<file path="src/hw/rtl/tpf_pkg.sv">
// ----------------------------------------------------------------------------
// tpf_pkg
// Shared constants, codes and command/status types of the tagged packet FIFO.
// ----------------------------------------------------------------------------
package tpf_pkg;

    localparam int SLOT_DEPTH   = 16;
    localparam int PAYLOAD_DEPTH = 64;

    localparam int SLOT_W       = (SLOT_DEPTH > 1) ? $clog2(SLOT_DEPTH) : 1;
    localparam int CNT_W        = $clog2(SLOT_DEPTH + 1);
    localparam int PAY_IDX_W    = (PAYLOAD_DEPTH > 1) ? $clog2(PAYLOAD_DEPTH) : 1;
    localparam int ADDR_W       = $clog2(SLOT_DEPTH * PAYLOAD_DEPTH);

    localparam int CAP_W        = 5;
    localparam int LEN_W        = 7;
    localparam int TAG_W        = 16;
    localparam int BYTE_W       = 8;
    localparam int LIMIT_W      = 16;
    localparam int CFG_IDX_W    = 1;
    localparam int CFG_DATA_W   = 7;
    localparam int CAP_CMP_W    = (CNT_W > CAP_W) ? CNT_W : CAP_W;

    localparam logic [CFG_IDX_W-1:0] CFG_QUEUE_CAPACITY    = 1'b0;
    localparam logic [CFG_IDX_W-1:0] CFG_MAX_MESSAGE_BYTES = 1'b1;

    localparam logic OP_PUSH = 1'b0;
    localparam logic OP_POP  = 1'b1;

    localparam logic [CAP_W-1:0] CAP_RESET  = CAP_W'(16);
    localparam logic [LEN_W-1:0] MAXB_RESET = LEN_W'(64);

    typedef enum logic [2:0] {
        ST_OK    = 3'd0,
        ST_FULL  = 3'd1,
        ST_LARGE = 3'd2,
        ST_EMPTY = 3'd3,
        ST_SMALL = 3'd4
    } t_status;

    typedef enum logic {
        S_IDLE,
        S_STREAM
    } t_state;

    typedef struct packed {
        logic    push;
        logic    pop;
        logic    emit;
        t_status emit_code;
        logic    step;
    } t_dp_cmd;

    typedef struct packed {
        logic empty;
        logic too_small;
        logic zero_len;
        logic stream_last;
    } t_dp_stat;

    function automatic logic [ADDR_W-1:0] pay_addr(input logic [SLOT_W-1:0] slot,
                                                   input logic [PAY_IDX_W-1:0] idx);
        pay_addr = ADDR_W'(slot) * ADDR_W'(PAYLOAD_DEPTH) + ADDR_W'(idx);
    endfunction

endpackage

</file>
<file path="src/hw/rtl/tpf_ctrl.sv">
// ----------------------------------------------------------------------------
// tpf_ctrl
// Request sequencer: decodes accepted requests into datapath commands and
// walks the pop stream one byte per cycle.
// ----------------------------------------------------------------------------
module tpf_ctrl import tpf_pkg::*; (
    input  logic     i_clk,
    input  logic     i_rst_n,
    input  logic     i_start,
    input  logic     i_opcode,
    input  t_dp_stat i_stat,
    output logic     o_busy,
    output t_dp_cmd  o_cmd
);

    t_state r_state;
    t_state n_state;

    always_ff @(posedge i_clk) begin
        if (!i_rst_n) begin
            r_state <= S_IDLE;
        end else begin
            r_state <= n_state;
        end
    end

    always_comb begin
        n_state         = r_state;
        o_busy          = 1'b0;
        o_cmd.push      = 1'b0;
        o_cmd.pop       = 1'b0;
        o_cmd.emit      = 1'b0;
        o_cmd.emit_code = ST_OK;
        o_cmd.step      = 1'b0;
        unique case (r_state)
            S_IDLE: begin
                if (i_start) begin
                    if (i_opcode == OP_PUSH) begin
                        o_cmd.push = 1'b1;
                    end else if (i_stat.empty) begin
                        o_cmd.emit      = 1'b1;
                        o_cmd.emit_code = ST_EMPTY;
                    end else if (i_stat.too_small) begin
                        o_cmd.emit      = 1'b1;
                        o_cmd.emit_code = ST_SMALL;
                    end else begin
                        o_cmd.pop = 1'b1;
                        if (!i_stat.zero_len) begin
                            n_state = S_STREAM;
                        end
                    end
                end
            end
            S_STREAM: begin
                o_busy     = 1'b1;
                o_cmd.step = 1'b1;
                if (i_stat.stream_last) begin
                    n_state = S_IDLE;
                end
            end
            default: begin
                n_state = S_IDLE;
            end
        endcase
    end

endmodule

</file>
<file path="config.mk">
export PLATFORM = sky130hd
export DESIGN_NAME = tpf_ctrl
export DESIGN_NICKNAME = d
export VERILOG_FILES = /design/src/hw/rtl/tpf_pkg.sv /design/src/hw/rtl/tpf_ctrl.sv
export SDC_FILE = /design/constraint.sdc
export NUM_CORES = 1
export LEC_CHECK = 0
export ABC_AREA = 1
export BUFFER_PORTS_ARGS = -buffer_cell sky130_fd_sc_hd__buf_4
export CAP_MARGIN = 10
export CORE_AREA = 8 8 45 47
export DETAILED_ROUTE_END_ITERATION = 12
export DIE_AREA = 0 0 53 55
export GPL_ROUTABILITY_DRIVEN = 0
export HOLD_SLACK_MARGIN = 0.02
export SLEW_MARGIN = 10
export SYNTH_ARGS = -nofsm -noshare
export SYNTH_HDL_FRONTEND = slang
export SYNTH_SLANG_ARGS = --single-unit
</file>
<file path="constraint.sdc">
create_clock -name i_clk -period 1.45 [get_ports i_clk]
set_input_delay 0 -clock i_clk [delete_from_list [all_inputs] [get_ports i_clk]]
set_output_delay 0 -clock i_clk [all_outputs]
set_load 0.02 [all_outputs]
</file>
Yosys cells after proc, flatten, opt, wreduce, memory -nomap -nowiden
Cells that the tools add are included.
{"block": "op_classes", "bitwise_logic": 1, "muxes": 16}
{"operator": "$mux 6", "n": 2}
{"operator": "$mux 1", "n": 10}
{"operator": "$mux 4", "n": 2}
{"operator": "$mux 5", "n": 1}
{"operator": "$pmux 1 s2", "n": 1}
{"operator": "$not 1->1", "n": 1}
{"block": "totals", "reg_bits": 1, "elab_cells": 18, "output_inout_bits": 8, "inputBits": 8}

Longest topological paths before layout
Gate-level depths: netlist of the first run.
{"block": "depth", "depth_word": 6, "ltp_mapped": 5, "mapped_depth_nobuf": 4}

Least setup slack after synthesis of the first run
Ideal clock, no wire load.
{"block": "synth_path", "path_kind": "reg2out", "from": "register r_state", "to": "output port o_cmd[2] (netlist name)", "required_ps": 1450, "setup_slack_ps": 271, "stages_incl_launch_ff": 5, "path_buffers": 1, "t_arrival_ps": 1179, "path_cell_list": "dfxtp_1 nor2_2 nand2_1 nor2_1 buf_4"}
{"element": "start: declaration", "line": "tpf_ctrl.sv:16", "text": "t_state r_state;"}
{"element": "start signal: assignment", "line": "tpf_ctrl.sv:23", "text": "r_state <= n_state;"}
{"element": "end: declaration", "line": "tpf_ctrl.sv:13", "text": "output t_dp_cmd o_cmd"}

==> results of run 1 <==
==> metrics by stage <==
step / area [um^2] / setup slack, ns / total power [W] / hold WS, ns
6_report: 233 / 0.576 / 0.0000799 / 0.227
5_1_grt: 233 / 0.454 / 0.0000849 / 0.243
4_1_cts: 233 / 0.561 / 0.0000809 / 0.232
3_5_place_dp: 233 / 0.562 / 0.0000808 / 0.232
3_3_place_gp: 233 / 0.570 / 0.0000805 / 0.231
2_1_floorplan: 115 / 0.271 / 0.0000525 / 0.0510
==> layout make-up <==
| cell class | count | area, um^2 | share of cell area (%) |
|---|---|---|---|
| Multi-Input combinational cell | 12 | 61.3 | 26.3 |
| Tap cell | 16 | 20.0 | 8.60 |
| Timing Repair Buffer | 15 | 113 | 48.4 |
| Sequential cell | 1 | 20.0 | 8.60 |
| Inverter | 5 | 18.8 | 8.06 |
==> power by group through the flow <==
stage | logic [W] | registers, W | clock network [W]
after global placement | 0.0000514 | 0.0000291 | 0
after floorplan | 0.0000230 | 0.0000295 | 0
after global routing | 0.0000558 | 0.0000291 | 0
after CTS | 0.0000519 | 0.0000291 | 0
final | 0.0000509 | 0.0000290 | 0
after detailed placement | 0.0000518 | 0.0000291 | 0
==> synthesized netlist by cell type <==
| cell type | n |
|---|---|
| dfxtp_1 | 1 |
| a21oi_1 | 1 |
| nor3_2 | 1 |
| buf_4 | 2 |
| nor3_1 | 1 |
| nor2_2 | 2 |
| nand2_1 | 3 |
| nand4_1 | 1 |
| inv_1 | 5 |
| nor2_1 | 3 |
==> cell families (layout without fill, tap and decap cells) <==
kind of cell    after synthesis  after routing
flops                         1              1
buf+inv                       7             20
compound gates                1              1
simple gates                 11             11
==> worst max-delay path by stage <==
stage	end	slack, ns	depth (start not counted)	from
after floorplan	o_cmd[2]	0.27	4	r_state$_SDFF_PN0_
after global placement	o_cmd[2]	0.57	4	r_state$_SDFF_PN0_
after detailed placement	o_cmd[2]	0.56	4	r_state$_SDFF_PN0_
after CTS	o_cmd[2]	0.56	4	r_state$_SDFF_PN0_
after global routing	o_cmd[2]	0.45	4	r_state$_SDFF_PN0_
final	o_cmd[2]	0.58	4	r_state$_SDFF_PN0_
==> cell usage in the layout, fill, tap and decap left out <==
cell type,netlist,layout
nand2_1,3,3
nor2_2,2,2
nor2_1,3,3
buf_4,2,15
dfxtp_1,1,1
nor3_1,1,1
a21oi_1,1,1
nor3_2,1,1
inv_1,5,5
nand4_1,1,1
==> critical path, stage by stage, from the launching register on <==
cell and delay (ns):
dfxtp_1 0.33, nor2_2 0.13, nand2_1 0.11, nor2_1 0.14, buf_4 0.16
==> per-layer routing <==
layer | vias to the layer above | part of all wire, % | routed length [um]
met4 | 0 | 0 | 0
met3 | 0 | 18 | 74
met2 | 7 | 57 | 229
met5 | - | 0 | 0
li1 | 84 | - | -
met1 | 69 | 25 | 101
==> impl_metrics.toml, run 1 <==
[drt]
vias = 160
post_drt_wl_per_cell_um = 8.24
drc = 0
drt_wl_total_um = 404
detailedRoute.firstPassIterationCount = 1
viasPerCell = 3.27
ant_nets = 0
drt_first_iter_violations = 0

[final_layout]
final-instance-count-excl-fill = 49
largest_reg_flops = 1
n_fill_cell = 163
reg.largest.list = "r_state: 1 flops"
share_of_layout_cells_above_drive_strength_1_pct = 54.5
fin_util_pct = 16.8
antenna_cells = 0
area_growth_syn_to_layout_pct = 102
nets = 43
most_flops_register = "r_state"

[sta]
min_period_ns = 0.874
timing.final.max_slew_violations = 0
slew_headroom_pct = 88.3
fmaxAchievable_mhz = 1140
setup_repair_after_global_routing_missed_its_margin = "no"
finalSetupViolCount = 0
timing_hold_violations_final = 0
fin_crit_sh_pct = 60.3
tightest_slew_ns = 0.176
fin_setup_tns_ns = 0
clock_skew_ns = 0

[synthesis]
post_synth_xor_area_fraction_pct = 0
synth_compound_gate_area_share_pct = 4.35
synth_nets = 28
synth_cell_type_count = 10
synthSimpleGateAreaFrac_pct = 48.9
yosys_reg_bits = 1
synth_sequential_area_ratio_pct = 17.4
yosys.area_share.adder_pct = 0
synth_top_area_share_pct = 17.4
syn-instance-count = 20
synth_area_um2 = 115
synth.top_cells.by_area = "dfxtp_1 17%, inv_1 16%, buf_4 13%"
combinational_family_with_the_most_area_after_synthesis = "simple AND/OR/NAND/NOR gates"
multiplexer_share_of_the_synthesized_area_pct = 0
synth_warnings = 0
netlist.top_cell.by_area = "dfxtp_1"
avg_inst_size_synth_um2 = 5.76

[global_route]
grt_antenna_before_repair = 0
grt_pass1_vias = 126
grt_use_met2_pct = 4.69
grt_most_used_layer = "met2"
use_met3_pct = 1.34
met1_usage_pct = 1.66
grt_first_pass_wirelength_um = 524
track_usage_pct = 2.18
total_congestion_overflow_after_global_routing = 0
grt_max_degree = 6

[clock_tree]
ctsResizeCount = 0
worst_skew_pair.late_latency_ns = 0
cts_setup_buffers = 0
hold_buffers = 0
clk_pin_slew_worst_paths_ns = 0

[critical_path]
arrival_time_worst_endpoint_ns = 0.87
criticalPathCategory = "flop to output port"
timing.reg2reg.setup_slack_ns = 0.71
worst_ep_required_time_ns = 1.45
crit_path_end_kind = "output port"
critPathMaxFanout = 5
critical_r2r_capture = "r_state$_SDFF_PN0_"
ff2ff_path_depth = 3
crit_path_start_kind = "flop"
r2r_start = "r_state$_SDFF_PN0_"

[worst_hold_path]
timing.hold.worst_path_depth = 3
worstHoldStart = "i_rst_n"
holdCritPathClass = "primary input to flop"
min_delay_worst_endpoint = "r_state$_SDFF_PN0_"

[run_status]
status = "finished, final reports clean"

[power]
ir_drop_mv = 0.0527
power_frac_comb_pct = 63.7
switching_share_pct = 32.5
power_per_cell_area_nw_per_um2 = 343
clockPowerShare_pct = 0
pwr-share-seq_pct = 36.3
internal_power_w = 0.0000540
static-leakage-power_nw = 0.131
power.switching_w = 0.0000259

[floorplan]
core_area_um2 = 1380
core.rowCount = 14
floorplan.io_pins = 16
die_area_um2 = 2920
die_width_um = 53
initial_utilization_pct = 8.32
die-height_um = 55

[place]
portBuffers = 15
detailed_place_hpwl_um = 384
post-place-cells = 49

[run]
drv_cap = 0
Note: power is estimated with default switching activity, not from simulation.
==> inputs of run 2 (changes only) <==
clock period = 0.9 ns   (was 1.45 ns; I/O delays follow)
==> impl_metrics.toml, run 2 (synthesis results as in run 1) <==
[floorplan]
die-height_um = 55
initial_utilization_pct = 8.32
core.rowCount = 14
die_area_um2 = 2920
die_width_um = 53
core_area_um2 = 1380
floorplan.io_pins = 16

[clock_tree]
hold_buffers = 0
cts_setup_buffers = 0
ctsResizeCount = 0
clk_pin_slew_worst_paths_ns = 0
worst_skew_pair.late_latency_ns = 0

[critical_path]
timing.reg2reg.setup_slack_ns = 0.16
critPathMaxFanout = 5
arrival_time_worst_endpoint_ns = 0.81
max_stage_delay_ns = 0.32
ff2ff_path_depth = 3
cp-startpoint = "r_state$_SDFF_PN0_"
worst_ep_required_time_ns = 0.90
crit_path_start_kind = "flop"
setup.worst_path.end = "o_cmd[5]"
r2r_start = "r_state$_SDFF_PN0_"
crit_path_end_kind = "output port"
cpMaxStageDelayCell = "dfxtp_2"
worst_path_cell_chain = "nor2_2, nand2_2, nor3_2, buf_4"
critical_r2r_capture = "r_state$_SDFF_PN0_"
criticalPathCategory = "flop to output port"
crit_cells = 4
critical-path-top-delay-family = "flip-flops"
critical_path.n_buffers_inverters = 1

[place]
portBuffers = 15
post-place-cells = 49
dp_worst_setup_slack_ns = 0.0871
detailed_place_hpwl_um = 366

[sta]
layout_setup_ws_ns = 0.0939
timing_hold_violations_final = 0
min_period_ns = 0.806
timing.final.max_slew_violations = 0
fin_setup_tns_ns = 0
fmaxAchievable_mhz = 1240
setup_repair_after_global_routing_missed_its_margin = "no"
hold_ws_ns = 0.221
slew_headroom_pct = 89.9
tightest_slew_ns = 0.151
fin_crit_sh_pct = 89.6
clock_skew_ns = 0
finalSetupViolCount = 0

[final_layout]
most_flops_register = "r_state"
reg.largest.list = "r_state: 1 flops"
final_common_cell = "buf_4"
share_of_layout_cells_above_drive_strength_1_pct = 63.6
antenna_cells = 0
nets = 43
largest_reg_flops = 1
area_growth_syn_to_layout_pct = 112
mostFrequentLayoutCells = "15 x buf_4, 5 x inv_1, 2 x nor2_2, 2 x nor2_1, 2 x nand2_1"
final-instance-count-excl-fill = 49

[global_route]
grt_max_degree = 6
grt_pass1_vias = 125
total_congestion_overflow_after_global_routing = 0
grt_antenna_before_repair = 0
grt_first_pass_wirelength_um = 579
track_usage_pct = 2.34

[power]
power_per_cell_area_nw_per_um2 = 551
static-leakage-power_nw = 0.131
ir_drop_mv = 0.0678
total_power_w = 0.000134

[drt]
viasPerCell = 3.24
drc = 0
drt_wl_total_um = 386
vias = 159
ant_nets = 0
post_drt_wl_per_cell_um = 7.88
detailedRoute.firstPassIterationCount = 4
drt_first_iter_violations = 5

[run]
drv_cap = 0

[worst_hold_path]
holdCritPathClass = "primary input to flop"

[run_status]
status = "finished, final reports clean"
[run 2: cell counts in the layout (fill, tap and decap cells not counted)]
Identical to the previous run, type by type.
[run 2: cell type report]
cell class / count / area [um^2]
timing repair buffer: 15 / 113
tap: 16 / 20.0
multi-input combinational: 12 / 71.3
fill: 160 / 1140
inverter: 5 / 18.8
sequential: 1 / 21.3
[run 2: layer usage]
layer  GRT usage [%]  part of all wire (%)  vias up
met5               0                     0        -
met2            4.30                    48        9
met3           0.535                    20        0
li1                -                     -       85
met4               0                     0        0
met1            2.87                    32       65
[run 2: worst min-delay path by stage]
| stage | start | end | slack [ns] | cells past startpoint |
|---|---|---|---|---|
| 2_1_floorplan | i_stat[3] | o_cmd[5] | 0.05 | 1 |
| 3_3_place_gp | i_rst_n | r_state$_SDFF_PN0_ | 0.22 | 3 |
| 3_5_place_dp | i_rst_n | r_state$_SDFF_PN0_ | 0.23 | 3 |
| 4_1_cts | i_rst_n | r_state$_SDFF_PN0_ | 0.23 | 3 |
| 5_1_grt | i_rst_n | r_state$_SDFF_PN0_ | 0.23 | 3 |
| 6_report | i_rst_n | r_state$_SDFF_PN0_ | 0.22 | 3 |
[run 2: tightest hold or removal path, delay by kind of cell]
kind                   cells  cell delay [ns]
buffers and inverters      2             0.14
AOI/OAI and AO/OA          1             0.03
[run 2: where the power goes]
group	internal [W]	leakage, nW	switching (W)
Sequential	0.0000460	0.00858	0.000000883
Clock	0	0	0
Combinational	0.0000432	0.123	0.0000443
[run 2: metrics by stage]
step | util [%] | area (um^2)
2_1_floorplan | - | 130
3_5_place_dp | 17.6 | 244
6_report | 17.6 | 244
5_1_grt | 17.6 | 244
3_3_place_gp | 17.6 | 244
4_1_cts | 17.6 | 244
